===== src/rtl/core/itmr_pkg.sv =====
`timescale 1ns / 1ps
// ----------------------------------------------------------------------------
// itmr_pkg
// Types and constants for the two-channel interval timer.
// ----------------------------------------------------------------------------
package itmr_pkg;

   typedef enum logic [1:0] {
      CMD_WRITE = 2'd0,
      CMD_READ  = 2'd1,
      CMD_TICK  = 2'd2,
      CMD_NONE  = 2'd3
   } cmd_type;

   localparam logic [7:0] PORT_CH0  = 8'h40;
   localparam logic [7:0] PORT_CH2  = 8'h42;
   localparam logic [7:0] PORT_CTRL = 8'h43;
   localparam logic [7:0] PORT_SYS  = 8'h61;

   // command byte fields
   localparam logic [1:0] SEL_CH0           = 2'd0;
   localparam logic [1:0] SEL_CH2           = 2'd2;
   localparam logic [1:0] ACC_LOHI          = 2'd3;
   localparam logic [2:0] MODE_ONESHOT      = 3'd0;
   localparam logic [2:0] MODE_SQUARE       = 3'd3;
   localparam logic [2:0] MODE_SQUARE_ALIAS = 3'd7;

   // port 0x61 bit positions
   localparam int SYS_GATE2_BIT = 0;
   localparam int SYS_SPK_BIT   = 1;

   typedef struct packed {
      logic [1:0] command;
      logic [7:0] port;
      logic [7:0] write_data;
   } req_type;

   typedef struct packed {
      logic [7:0] read_data;
      logic       timer_irq;
      logic       gated_timer_out;
      logic       speaker_drive;
   } rsp_type;

   // per-channel events for one item, already qualified by the pipeline advance
   typedef struct packed {
      logic       cmd_wr;
      logic       cmd_square;
      logic       data_wr;
      logic [7:0] data;
      logic       sys_wr;
      logic       gate_old;
      logic       gate_new;
      logic       tick;
      logic       gate;
   } chan_ctl_type;

endpackage


===== src/rtl/core/itmr_if.sv =====
`timescale 1ns / 1ps
// ----------------------------------------------------------------------------
// itmr_req_if / itmr_rsp_if
// Valid/ready channels for timer requests and results.
// ----------------------------------------------------------------------------
interface itmr_req_if;
   import itmr_pkg::*;

   logic    valid;
   logic    ready;
   req_type data;

   modport source (output valid, output data, input ready);
   modport sink   (input valid, input data, output ready);
endinterface

interface itmr_rsp_if;
   import itmr_pkg::*;

   logic    valid;
   logic    ready;
   rsp_type data;

   modport source (output valid, output data, input ready);
   modport sink   (input valid, input data, output ready);
endinterface


===== src/rtl/core/interval_timer_two_channel.sv =====
`timescale 1ns / 1ps
// ----------------------------------------------------------------------------
// interval_timer_two_channel
// 8254-style timer subset: channels 0 and 2, modes 0 and 3, plus port 0x61.
// ----------------------------------------------------------------------------
// One item (port write, port read or input clock tick) is accepted every
// cycle while the result side keeps up. An item is held in the input register,
// updates both channels and port 0x61 in a single pass, and its result is
// then loaded into the result register, which offers it on the result port;
// one result per cycle is sustained while the result side keeps taking them.
module interval_timer_two_channel #(
   parameter int COUNTER_BITS = 16
) (
   input  logic              clock,
   input  logic              reset,
   itmr_req_if.sink          req_chan,
   itmr_rsp_if.source        rsp_chan
);
   import itmr_pkg::*;

   logic         in_valid_ff;
   req_type      in_data_ff;
   logic         out_valid_ff;
   rsp_type      out_data_ff, out_data_in;
   logic [3:0]   sys_ff, sys_in;

   logic         advance;
   logic         is_write, is_read, is_tick;
   logic [1:0]   sel;
   logic [1:0]   acc;
   logic [2:0]   mode;
   logic         cmd_ok;
   logic         lvl0_next, lvl2_next;
   chan_ctl_type ctl0, ctl2;

   assign advance        = in_valid_ff && (!out_valid_ff || rsp_chan.ready);
   assign req_chan.ready = !in_valid_ff || advance;

   assign is_write = advance && (in_data_ff.command == CMD_WRITE);
   assign is_read  = advance && (in_data_ff.command == CMD_READ);
   assign is_tick  = advance && (in_data_ff.command == CMD_TICK);

   assign sel  = in_data_ff.write_data[7:6];
   assign acc  = in_data_ff.write_data[5:4];
   assign mode = in_data_ff.write_data[3:1];

   always_comb begin
      cmd_ok = is_write && (in_data_ff.port == PORT_CTRL) && (sel inside {SEL_CH0, SEL_CH2})
               && (acc == ACC_LOHI) && !in_data_ff.write_data[0]
               && (mode inside {MODE_ONESHOT, MODE_SQUARE, MODE_SQUARE_ALIAS});
   end

   always_comb begin
      ctl0            = '0;
      ctl0.cmd_wr     = cmd_ok && (sel == SEL_CH0);
      ctl0.cmd_square = (mode != MODE_ONESHOT);
      ctl0.data_wr    = is_write && (in_data_ff.port == PORT_CH0);
      ctl0.data       = in_data_ff.write_data;
      ctl0.tick       = is_tick;
      ctl0.gate       = 1'b1;

      ctl2            = '0;
      ctl2.cmd_wr     = cmd_ok && (sel == SEL_CH2);
      ctl2.cmd_square = (mode != MODE_ONESHOT);
      ctl2.data_wr    = is_write && (in_data_ff.port == PORT_CH2);
      ctl2.data       = in_data_ff.write_data;
      ctl2.sys_wr     = is_write && (in_data_ff.port == PORT_SYS);
      ctl2.gate_old   = sys_ff[SYS_GATE2_BIT];
      ctl2.gate_new   = in_data_ff.write_data[SYS_GATE2_BIT];
      ctl2.tick       = is_tick;
      ctl2.gate       = sys_ff[SYS_GATE2_BIT];
   end

   itmr_channel #(.COUNTER_BITS(COUNTER_BITS)) u_ch0 (
      .clock      (clock),
      .reset      (reset),
      .ctl        (ctl0),
      .level_next (lvl0_next)
   );

   itmr_channel #(.COUNTER_BITS(COUNTER_BITS)) u_ch2 (
      .clock      (clock),
      .reset      (reset),
      .ctl        (ctl2),
      .level_next (lvl2_next)
   );

   assign sys_in = ctl2.sys_wr ? in_data_ff.write_data[3:0] : sys_ff;

   always_comb begin
      out_data_in.read_data       = '0;
      if (is_read && (in_data_ff.port == PORT_SYS)) begin
         out_data_in.read_data    = {2'b00, lvl2_next, 1'b0, sys_ff};
      end
      out_data_in.timer_irq       = lvl0_next;
      out_data_in.gated_timer_out = lvl2_next;
      out_data_in.speaker_drive   = lvl2_next & sys_in[SYS_SPK_BIT];
   end

   always_ff @(posedge clock) begin
      if (req_chan.ready) begin
         in_data_ff <= req_chan.data;
      end
      if (advance) begin
         out_data_ff <= out_data_in;
      end
      if (reset) begin
         in_valid_ff  <= 1'b0;
         out_valid_ff <= 1'b0;
         sys_ff       <= '0;
      end else begin
         if (req_chan.ready) begin
            in_valid_ff <= req_chan.valid;
         end
         if (advance) begin
            out_valid_ff <= 1'b1;
         end else if (rsp_chan.ready) begin
            out_valid_ff <= 1'b0;
         end
         sys_ff <= sys_in;
      end
   end

   assign rsp_chan.valid = out_valid_ff;
   assign rsp_chan.data  = out_data_ff;

endmodule


===== src/rtl/core/itmr_channel.sv =====
`timescale 1ns / 1ps
// ----------------------------------------------------------------------------
// itmr_channel
// One timer channel: byte loading, mode 0 one-shot and mode 3 square wave.
// ----------------------------------------------------------------------------
module itmr_channel #(
   parameter int COUNTER_BITS = 16
) (
   input  logic                   clock,
   input  logic                   reset,
   input  itmr_pkg::chan_ctl_type ctl,
   output logic                   level_next
);
   import itmr_pkg::*;

   logic [COUNTER_BITS-1:0] counter_ff, counter_in;
   logic [COUNTER_BITS-1:0] reload_ff, reload_in;
   logic [7:0]              low_ff, low_in;
   logic                    expect_ff, expect_in;
   logic                    square_ff, square_in;
   logic                    counting_ff, counting_in;
   logic                    level_ff, level_in;

   logic [15:0]             full_word;
   logic [COUNTER_BITS-1:0] even_reload;
   logic [COUNTER_BITS-1:0] dec;

   assign full_word   = {ctl.data, low_ff};
   assign even_reload = {reload_ff[COUNTER_BITS-1:1], 1'b0};
   assign dec         = counter_ff - (square_ff ? COUNTER_BITS'(2) : COUNTER_BITS'(1));

   always_comb begin
      counter_in  = counter_ff;
      reload_in   = reload_ff;
      low_in      = low_ff;
      expect_in   = expect_ff;
      square_in   = square_ff;
      counting_in = counting_ff;
      level_in    = level_ff;
      if (ctl.cmd_wr) begin
         square_in   = ctl.cmd_square;
         counting_in = 1'b0;
         expect_in   = 1'b0;
         level_in    = ctl.cmd_square;
      end else if (ctl.data_wr) begin
         if (!expect_ff) begin
            low_in    = ctl.data;
            expect_in = 1'b1;
            if (!square_ff) begin
               counting_in = 1'b0;
            end
         end else begin
            expect_in   = 1'b0;
            reload_in   = full_word[COUNTER_BITS-1:0];
            counting_in = 1'b1;
            if (square_ff) begin
               counter_in = {full_word[COUNTER_BITS-1:1], 1'b0};
            end else begin
               counter_in = full_word[COUNTER_BITS-1:0];
               level_in   = 1'b0;
            end
         end
      end else if (ctl.sys_wr) begin
         if (square_ff) begin
            if (!ctl.gate_new) begin
               level_in = 1'b1;
            end else if (!ctl.gate_old && counting_ff) begin
               counter_in = even_reload;
            end
         end
      end else if (ctl.tick && counting_ff && ctl.gate) begin
         if (square_ff) begin
            if (dec == '0) begin
               level_in   = ~level_ff;
               counter_in = even_reload;
            end else begin
               counter_in = dec;
            end
         end else begin
            counter_in = dec;
            if (dec == '0) begin
               level_in = 1'b1;
            end
         end
      end
   end

   assign level_next = level_in;

   always_ff @(posedge clock) begin
      if (reset) begin
         counter_ff  <= '0;
         reload_ff   <= '0;
         low_ff      <= '0;
         expect_ff   <= 1'b0;
         square_ff   <= 1'b0;
         counting_ff <= 1'b0;
         level_ff    <= 1'b0;
      end else begin
         counter_ff  <= counter_in;
         reload_ff   <= reload_in;
         low_ff      <= low_in;
         expect_ff   <= expect_in;
         square_ff   <= square_in;
         counting_ff <= counting_in;
         level_ff    <= level_in;
      end
   end

endmodule


===== src/flat_wrapper.sv =====
// flat-port wrapper written by rule: the top's interface ports become plain ports
module interval_timer_two_channel_flat import itmr_pkg::*;
#(
   parameter int COUNTER_BITS = 16
)
  (clock, reset, req_chan_valid, req_chan_data, req_chan_ready, rsp_chan_valid, rsp_chan_data, rsp_chan_ready);
  itmr_req_if req_chan_i ();
  itmr_rsp_if rsp_chan_i ();
  input  logic clock;
  input  logic reset;
  input wire logic [$bits(req_chan_i.valid)-1:0] req_chan_valid;
  input wire logic [$bits(req_chan_i.data)-1:0] req_chan_data;
  output wire logic [$bits(req_chan_i.ready)-1:0] req_chan_ready;
  output wire logic [$bits(rsp_chan_i.valid)-1:0] rsp_chan_valid;
  output wire logic [$bits(rsp_chan_i.data)-1:0] rsp_chan_data;
  input wire logic [$bits(rsp_chan_i.ready)-1:0] rsp_chan_ready;
  assign req_chan_i.valid = req_chan_valid;
  assign req_chan_i.data = req_chan_data;
  assign req_chan_ready = req_chan_i.ready;
  assign rsp_chan_valid = rsp_chan_i.valid;
  assign rsp_chan_data = rsp_chan_i.data;
  assign rsp_chan_i.ready = rsp_chan_ready;
  interval_timer_two_channel #(.COUNTER_BITS(COUNTER_BITS)) u_core (.clock(clock), .reset(reset), .req_chan(req_chan_i), .rsp_chan(rsp_chan_i));
endmodule

===== config.mk =====
export PLATFORM = sky130hd
export DESIGN_NAME = interval_timer_two_channel_flat
export DESIGN_NICKNAME = d
export VERILOG_FILES = /design/src/rtl/core/itmr_pkg.sv /design/src/rtl/core/itmr_if.sv /design/src/rtl/core/interval_timer_two_channel.sv /design/src/rtl/core/itmr_channel.sv /design/src/flat_wrapper.sv
export SDC_FILE = /design/constraint.sdc
export NUM_CORES = 1
export LEC_CHECK = 0
export BUFFER_PORTS_ARGS = -buffer_cell sky130_fd_sc_hd__buf_2
export CAP_MARGIN = 20
export CORE_ASPECT_RATIO = 1.75
export CORE_MARGIN = 2
export CORE_UTILIZATION = 55
export DETAILED_ROUTE_END_ITERATION = 8
export PLACE_DENSITY = 0.81
export SLEW_MARGIN = 20
export SYNTH_ARGS = -nofsm -noshare
export SYNTH_HDL_FRONTEND = slang
export SYNTH_SLANG_ARGS = --single-unit

===== constraint.sdc =====
create_clock -name clock -period 5.8 [get_ports clock]
set_input_delay 0.58 -clock clock [delete_from_list [all_inputs] [get_ports clock]]
set_output_delay 0.58 -clock clock [all_outputs]
set_load 0.005 [all_outputs]

==> metrics.yaml, run 1 <==
logic_synthesis:
  yosysTopAreaCell: "dfxtp_1"
  synth_area_um2: 5725
  yosys-top-cells-count: "nand2_1 (100), dfxtp_1 (92), a21oi_1 (56), nor2_1 (45), clkbuf_1 (34)"
  yosys-top-cells-area: "dfxtp_1 (32%), edfxtp_1 (14%), nand2_1 (6.6%)"
  synth.top_cell.area_share_pct: 32.17
  synth_cell_types: 63
  synth_most_common_cell: "nand2_1"
  syn_area_per_cell_um2: 8.781
  yosys_warnings: 0
  yosys_most_used_dff: "dfxtp_1"
  synth_edf_count: 26
  synth_cells: 652
  ys_seq_area_share_pct: 45.80
  ys_ff_latch: 118
  async_reset_ff_share_pct: 0
clock_tree:
  post_cts_buffers: 0
  clkLatencyLatePin_ps: 420
  cts_tree: "yes"
  post_cts_resized: 0
  clk_pin_slew_worst_paths_ps: 60
  cts_buffer_depth: 2
  htreeDepth: 4
  cts_root_buffer: "clkbuf_16"
  cts.sinks: 118
  hold_buffers: 0
  numCtsBuffers: 17
layout:
  num-nets-final: 693
  diodes: 0
  nFillCells: 844
  drive_above_1_share_pct: 12.13
  syn_to_final_growth_pct: 13.94
  design_area_um2: 6524
run_status:
  status: "finished, final reports clean"
sta:
  fin_setup_tns_ps: 0
  max_slew_margin_pct: 36.07
  tightestPinTransition_ps: 951.0
  skew_ps: 8.890
  setup_viol: 0
  finalHoldViolations: 0
  final_max_slew_viol_count: 0
  period_needed_ps: 4124
  grt_setup_unrepaired: "false"
  timing.final.crit_share_pct: 71.11
  fmax_mhz: 242.5
detailed_routing:
  vias_per_cell: 6.408
  route.detailed.drc: 0
  drt_iter0_drc: 522
  drt_wl_total_mm: 15.12
  detail-route-antenna-nets: 0
  vias: 5146
  drtPass1Iterations: 5
  wl_per_cell_um: 18.83
global_route:
  gr-usage-all-layers_pct: 28.43
  grt_pass1_wl_mm: 24.67
  antenna_found_initial: 0
  grt_pass1_vias: 5062
  grt_remaining_overflow: 0
  grt_start_max_net_pins: 82
critical_path:
  cp.arrival_ps: 4260
  cp_cell_sequence: "inv_1 > ha_1 > inv_1 > fa_1 > nor2_1 > o311ai_0 > a211o_1 > a2111oi_2 > nand2_1 > ha_1 > a21oi_1 > a211oi_1 > nor3_1 > nor3_1"
  crit_path_max_fanout: 14
  path_class: "flip-flop to flip-flop"
  start_kind: "flip-flop"
  cp_slowest_cell: "a2111oi_2"
  required_ps: 5940
  max_stage_delay_ps: 540
  end_kind: "flip-flop"
floorplan:
  rows: 49
  die_w_um: 81.13
  die_area_um2: 11270
  io_pins: 35
  coreArea_um2: 10240
  fp.dieH_um: 139.0
  start_util_pct: 55.92
placed_design:
  gp_congestion: 0.9504
  io_buffers: 31
  placed_cell_area_um2: 5881
  dpl.hpwl_mm: 10.31
hold_path:
  hold_class: "input port to flip-flop"
power:
  p_per_area_nw_per_um2: 306.1
  total_power_mw: 1.997
  p_leak_nw: 2.359
  max-vdd-ir-drop_mv: 0.3109
job:
  cap_violations: 0
==> worst paths after layout <==
kind,from,endpoint,slack (ps),depth (start not counted)
worst min register to register,u_core.u_ch2.reload_ff[4],u_core.u_ch2.reload_ff[4],450,2
worst max-delay path,u_core.u_ch2.square_ff,u_core.rsp_chan.data[0],1680,14
worst max register to register,u_core.u_ch2.square_ff,u_core.rsp_chan.data[0],1680,14
worst min-delay path,req_chan_data[11],u_core.in_data_ff[11],340,1
==> stage by stage <==
stage	worst slack, ps	hold slack, ps	cells	util, %
floorplan	2089	432.0	654	-
global placement	1899	440.8	771	57.44
detailed placement	1667	446.0	771	57.44
CTS	1665	325.7	803	63.57
global route	1316	324.0	803	63.72
finish	1676	335.9	803	63.72
==> placed cells by master (no fill, tap or decap), drive strengths merged, types with 3 or more instances in the layout <==
master and count:
ha 6, a221o 7, a31oi 9, clkinv 7, nor2b 8, mux2i 5
buf 35, clkbuf 17, nand2b 5, nor2 45, conb 3, o221ai 9
nor3 31, nand4b 3, a2111oi 3, nand4 4, inv 20, and3 4
nand2 100, nand3b 3, edfxtp 26, o31ai 7, nand3 22, or4 4
a211oi 6, a311oi 11, o22ai 8, a21oi 56, a22oi 11, o21ai 18
a211o 5, bufinv 4, dfxtp 92, or3 9, xor2 8, and2 11
nor4 14, xnor2 17
==> per-layer routing <==
layer / routed length [um] / track usage [%] / vias up / part of all wire (%)
met1: 5345 / 29.90 / 2451 / 35
met3: 888 / 6.771 / 73 / 5.9
met5: 0 / 0 / - / 0
li1: - / - / 2400 / -
met2: 7838 / 47.59 / 222 / 52
met4: 1045 / 21.05 / 0 / 6.9
==> cells by family after synthesis <==
group                    after synthesis  share of synthesized area, %
AND/OR/NAND/NOR                      269                         23.27
AO/OA/AOI/OAI                        162                         19.34
flip-flops                           118                         45.80
buffers and inverters                 63                         4.611
XOR/XNOR                              25                         3.824
adder cells (fa/ha/maj)                8                         2.010
multiplexers                           6                         1.071
other                                  1                       0.06550
==> registers in the layout, summed over array words and instances, names as in the netlist, 2 cells and up <==
name,count
u_core.u_ch2.low_ff,8
u_core.u_ch2.counter_ff,16
u_core.u_ch0.counter_ff,16
u_core.u_ch2.reload_ff,15
u_core.in_data_ff,10
u_core.ctl0,6
u_core.u_ch0.reload_ff,15
u_core.sys_ff,4
u_core.rsp_chan.data,8
u_core.u_ch0.low_ff,8
u_core.acc,2
==> power breakdown <==
group,internal [mW],switching [mW]
Clock,0.720,0.378
Combinational,0.0104,0.0215
Sequential,0.850,0.0169
Total,1.58,0.417
==> critical path: cells and delay by family (launching register included) <==
family          cells  cell delay [ps]
simple gates        4              840
fa+ha+maj           3             1030
buf+inv             2              290
flops               1              450
compound gates      5             1230
==> area by class of cell <==
type                       instances  area, um2  area share (%)
tap                              127      158.9           2.436
sequential                       118       2623           40.20
inverter                          18      67.56           1.036
multi-input combinational        473       2861           43.86
timing repair buffer              35      185.2           2.839
clock inverter                    15      202.7           3.107
clock buffer                      17      425.4           6.521
Note: power is estimated with default switching activity, not from simulation.
==> run 2: changes to the inputs <==
- clock period: 5.8 -> 4.2 ns (I/O delays scaled with it)
==> metrics.yaml, run 2 (synthesized netlist as in run 1, its figures left out) <==
run_status:
  status: "finished, final reports clean"
sta:
  final_max_slew_viol_count: 0
  period_needed_ps: 3881
  fin_setup_tns_ps: 0
  tightestPinTransition_ps: 899.2
  fin_hold_ws_ps: 172.6
  grt_setup_unrepaired: "false"
  max_slew_margin_pct: 39.60
  finalHoldViolations: 0
  fmax_mhz: 257.7
  skew_ps: 8.710
  setup_viol: 0
  timing.final.crit_share_pct: 92.41
power:
  p_leak_nw: 2.369
  max-vdd-ir-drop_mv: 0.3427
  p_per_area_nw_per_um2: 414.7
  total_power_mw: 2.715
layout:
  final_common_cell: "nand2_1"
  register_area_um2: 2623
  reg.largest.list: "u_core.u_ch0.counter_ff x16, u_core.u_ch2.counter_ff x16"
  syn_to_final_growth_pct: 14.36
  design_area_um2: 6548
  multi_input_area_um2: 2851
  final_cells: 811
  nFillCells: 796
  diodes: 0
  num-nets-final: 701
  layout_common_cells: "nand2_1 (100), dfxtp_1 (92), a21oi_1 (56)"
  drive_above_1_share_pct: 12.87
clock_tree:
  clk_pin_slew_worst_paths_ps: 60
  clkLatencyLatePin_ps: 420
  htreeDepth: 4
  cts_root_buffer: "clkbuf_16"
  numCtsBuffers: 17
  cts_tree: "yes"
  post_cts_buffers: 0
  cts_buffer_depth: 2
  cts.sinks: 118
placed_design:
  dpl.hpwl_mm: 10.11
  io_buffers: 31
  placed_cell_area_um2: 5941
  place_inst: 779
  gp_congestion: 0.9038
critical_path:
  crit_path_max_fanout: 5
  max_stage_delay_ps: 510
  critPathTopFamily: "simple AND/OR/NAND/NOR gates"
  cp_slowest_cell: "fa_1"
  path_class: "flip-flop to flip-flop"
  start_kind: "flip-flop"
  cp_cell_sequence: "inv_1 > ha_1 > inv_1 > fa_1 > nor4_1 > nand4_1 > xnor2_1 > a2111oi_2 > nand2_1 > ha_1 > a21oi_1 > a211oi_1 > nor3_2 > nor3_1"
  required_ps: 4340
  end_kind: "flip-flop"
  cp.arrival_ps: 4020
  path_buf_inv: 2
detailed_routing:
  drt_wl_total_mm: 14.97
  vias: 5112
  wl_per_cell_um: 18.46
  drt_iter0_drc: 461
  detail-route-antenna-nets: 0
  route.detailed.drc: 0
  drtPass1Iterations: 5
  vias_per_cell: 6.303
global_route:
  grt_start_max_net_pins: 81
  gr-usage-all-layers_pct: 28.35
  grt_remaining_overflow: 0
  grt_pass1_vias: 5096
  grt_pass1_wl_mm: 24.58
  antenna_found_initial: 0
floorplan:
  die_area_um2: 11270
  io_pins: 35
  coreArea_um2: 10240
  start_util_pct: 55.92
  fp.dieH_um: 139.0
  die_w_um: 81.13
  rows: 49
hold_path:
  hold_class: "input port to flip-flop"
job:
  cap_violations: 0
-- run 2: changes by cell type in the layout (fill, tap and decap cells not counted), moves of 2 or more --
cell      delta
nor3_2       +2
inv_6        +4
buf_4        +8
clkbuf_1     +2
clkinv_4     -3
-- run 2: worst register-to-register path, cell delays in order, from the launching register on --
cell and delay (ps):
dfxtp_1 310, inv_1 150, ha_1 210, inv_1 70
fa_1 510, nor4_1 340, nand4_1 170, xnor2_1 200
a2111oi_2 470, nand2_1 140, ha_1 330, a21oi_1 180
a211oi_1 110, nor3_2 310, nor3_1 110
-- run 2: per-layer routing --
| metal | GRT usage (%) | up-vias | routed length [um] |
|---|---|---|---|
| li1 | - | 2411 | - |
| met1 | 30.66 | 2428 | 5420 |
| met2 | 47.37 | 205 | 7826 |
| met3 | 5.924 | 68 | 766 |
| met4 | 20.52 | 0 | 959 |
| met5 | 0 | - | 0 |
-- run 2: what timing repair did --
action | in CTS | in global routing
setup endpoints to repair | 0 | 3
hold buffers | 0 | 0
resized for setup | 0 | 1
-- run 2: final cells by class --
cell class                      instances  share of cell area [%]
Clock inverter                         13                   2.580
Tap cell                              127                   2.427
Timing Repair Buffer                   43                   3.745
Sequential cell                       118                   40.05
Clock buffer                           19                   6.612
Multi-Input combinational cell        473                   43.55
Inverter                               18                   1.032
-- run 2: through the flow --
step / util [%] / worst slack, ps
6_report: 63.95 / 318.8
2_1_floorplan: - / 489.2
5_1_grt: 63.95 / 15.37
4_1_cts: 63.90 / 244.9
3_3_place_gp: 58.02 / 493.2
3_5_place_dp: 58.02 / 316.9
-- run 2: final timing paths --
path,start,endpoint,slack (ps),depth (start not counted)
max,u_core.u_ch2.square_ff,u_core.rsp_chan.data[0],320,14
min,req_chan_data[4],u_core.acc[0],170,1
min reg2reg,u_core.u_ch0.reload_ff[12],u_core.u_ch0.reload_ff[12],450,2
max reg2reg,u_core.u_ch2.square_ff,u_core.rsp_chan.data[0],320,14
-- run 2: report_power, final --
group | internal (mW) | switching (mW) | total (mW)
Sequential | 1.17 | 0.0226 | 1.20
Clock | 0.939 | 0.536 | 1.48
Combinational | 0.0143 | 0.0293 | 0.0437
==> run 3: changes to the inputs <==
--- a/config.mk
+++ b/config.mk
@@ -13,4 +13,5 @@
 export DETAILED_ROUTE_END_ITERATION = 8
 export PLACE_DENSITY = 0.81
+export REMOVE_ABC_BUFFERS = 1
 export SLEW_MARGIN = 20
 export SYNTH_ARGS = -nofsm -noshare
==> constraint.sdc (replaced) <==
create_clock -name clock -period 4.2 [get_ports clock]
set_input_delay 0.84 -clock clock [delete_from_list [all_inputs] [get_ports clock]]
set_output_delay 0.84 -clock clock [all_outputs]
set_load 0.005 [all_outputs]
==> metrics.yaml, run 3 (synthesized netlist as in run 1, its figures left out) <==
placed_design:
  gp_congestion: 0.9531
  placed_cell_area_um2: 5986
  place_inst: 785
  dpl.hpwl_mm: 10.67
  io_buffers: 31
power:
  p_sw_mw: 0.5795
  max-vdd-ir-drop_mv: 0.3489
  p_seq_share_pct: 44.4
  p_per_area_nw_per_um2: 408.7
  p_int_mw: 2.110
  switching_share_pct: 21.54
  pwr-share-clk_pct: 53.9
  p_leak_nw: 2.400
  p_comb_share_pct: 1.7
detailed_routing:
  vias: 5185
  drt_iter0_drc: 455
  wl_per_cell_um: 19.41
  drtPass1Iterations: 5
  detail-route-antenna-nets: 0
  vias_per_cell: 6.346
  route.detailed.drc: 0
  drt_wl_total_mm: 15.86
layout:
  design_area_um2: 6581
  num-nets-final: 707
  syn_to_final_growth_pct: 14.95
  final_common_cell: "nand2_1"
  utilization_pct: 64.28
  nFillCells: 810
  reg.largest.list: "u_core.u_ch0.counter_ff x16, u_core.u_ch2.counter_ff x16"
  drive_above_1_share_pct: 13.62
  diodes: 0
  layout_common_cells: "nand2_1 (100), dfxtp_1 (92), a21oi_1 (56)"
  final_cells: 817
  multi_input_area_um2: 2846
  register_area_um2: 2623
sta:
  grt_setup_unrepaired: "false"
  final_max_slew_viol_count: 0
  max_slew_margin_pct: 44.22
  finalHoldViolations: 0
  period_needed_ps: 3867
  tightestPinTransition_ps: 836.7
  fin_setup_tns_ps: 0
  skew_ps: 8.704
  timing.final.crit_share_pct: 92.08
  fmax_mhz: 258.6
  setup_viol: 0
floorplan:
  die_w_um: 81.13
  io_pins: 35
  die_area_um2: 11270
  coreArea_um2: 10240
  start_util_pct: 55.92
  rows: 49
  fp.dieH_um: 139.0
global_route:
  grt_pass1_wl_mm: 25.63
  grt_start_max_net_pins: 81
  gr-usage-all-layers_pct: 29.76
  antenna_found_initial: 0
  grt_pass1_vias: 5282
  grt_remaining_overflow: 0
hold_path:
  hold_class: "flip-flop to flip-flop"
critical_path:
  path_class: "flip-flop to flip-flop"
  cp_cell_sequence: "inv_1 > ha_1 > inv_1 > fa_1 > or4_1 > nor4_1 > xnor2_1 > nand4_1 > or4_1 > ha_1 > or3_1 > o221ai_1 > o21ai_1 > and2_1"
  start_kind: "flip-flop"
  required_ps: 4510
  cp_slowest_cell: "or4_1"
  ff2ff_setup_slack_ps: 330
  crit_path_max_fanout: 5
  cp.arrival_ps: 4180
  end_kind: "flip-flop"
  max_stage_delay_ps: 520
run_status:
  status: "finished, final reports clean"
clock_tree:
  htreeDepth: 4
  cts_buffer_depth: 2
  numCtsBuffers: 17
  cts_tree: "yes"
  clk_pin_slew_worst_paths_ps: 60
  hold_buffers: 0
  cts.sinks: 118
  post_cts_resized: 0
  clkLatencyLatePin_ps: 420
  cts_root_buffer: "clkbuf_16"
  post_cts_buffers: 0
job:
  cap_violations: 0
==> run 3: changes by cell type in the layout (fill, tap and decap cells not counted), sizes merged <==
cell | previous run | this run
clkinv | 2 | 6
buf | 43 | 49
clkbuf | 19 | 21
bufinv | 3 | 2
inv | 23 | 18
==> run 3: routing by layer <==
layer	GRT usage, %	vias to the layer above	share of wire [%]	routed length, um
li1	-	2429	-	-
met1	31.20	2458	35	5563
met2	51.63	233	54	8555
met3	6.641	65	6.1	968
met4	19.09	0	4.8	769
met5	0	-	0	0
==> run 3: critical path, delay by kind of cell, from the launching register on <==
family                     cells  cell delay [ps]
and+or+nand+nor                6             1940
adders and majority gates      3              960
DFF                            1              330
xor gates and xnor gates       1              200
AOI/OAI and AO/OA              2              190
buffers and inverters          2              150
==> run 3: path summary, 6_finish.rpt <==
kind	endpoint	depth (start not counted)	from
setup / recovery	u_core.u_ch0.level_ff	14	u_core.u_ch0.square_ff
hold / removal	u_core.u_ch0.reload_ff[4]	2	u_core.u_ch0.reload_ff[4]
hold reg to reg	u_core.u_ch0.reload_ff[4]	2	u_core.u_ch0.reload_ff[4]
setup reg to reg	u_core.u_ch0.level_ff	14	u_core.u_ch0.square_ff
==> run 3: power by group through the flow <==
stage / sequential [mW] / clock [mW] / combinational [mW]
after detailed placement: 1.22 / 0 / 0.0444
final: 1.20 / 1.45 / 0.0449
after CTS: 1.19 / 1.45 / 0.0448
after floorplan: 1.21 / 0 / 0.0137
after global placement: 1.22 / 0 / 0.0424
after global routing: 1.20 / 1.51 / 0.0490
==> run 3: layout make-up <==
class                           instances  share of cell area (%)
Multi-Input combinational cell        473                   43.25
Clock buffer                           21                   7.167
Sequential cell                       118                   39.85
Tap cell                              127                   2.414
Inverter                               18                   1.027
Timing Repair Buffer                   49                   4.411
Clock inverter                         11                   1.882
==> run 3: metrics by stage <==
stage	hold slack, ps	worst slack [ps]	power, mW
after floorplan	425.9	488.5	1.222
after global placement	438.5	477.4	1.260
after detailed placement	446.2	404.9	1.263
after CTS	458.0	380.1	2.693
after global routing	466.4	52.64	2.752
final	457.8	332.7	2.690
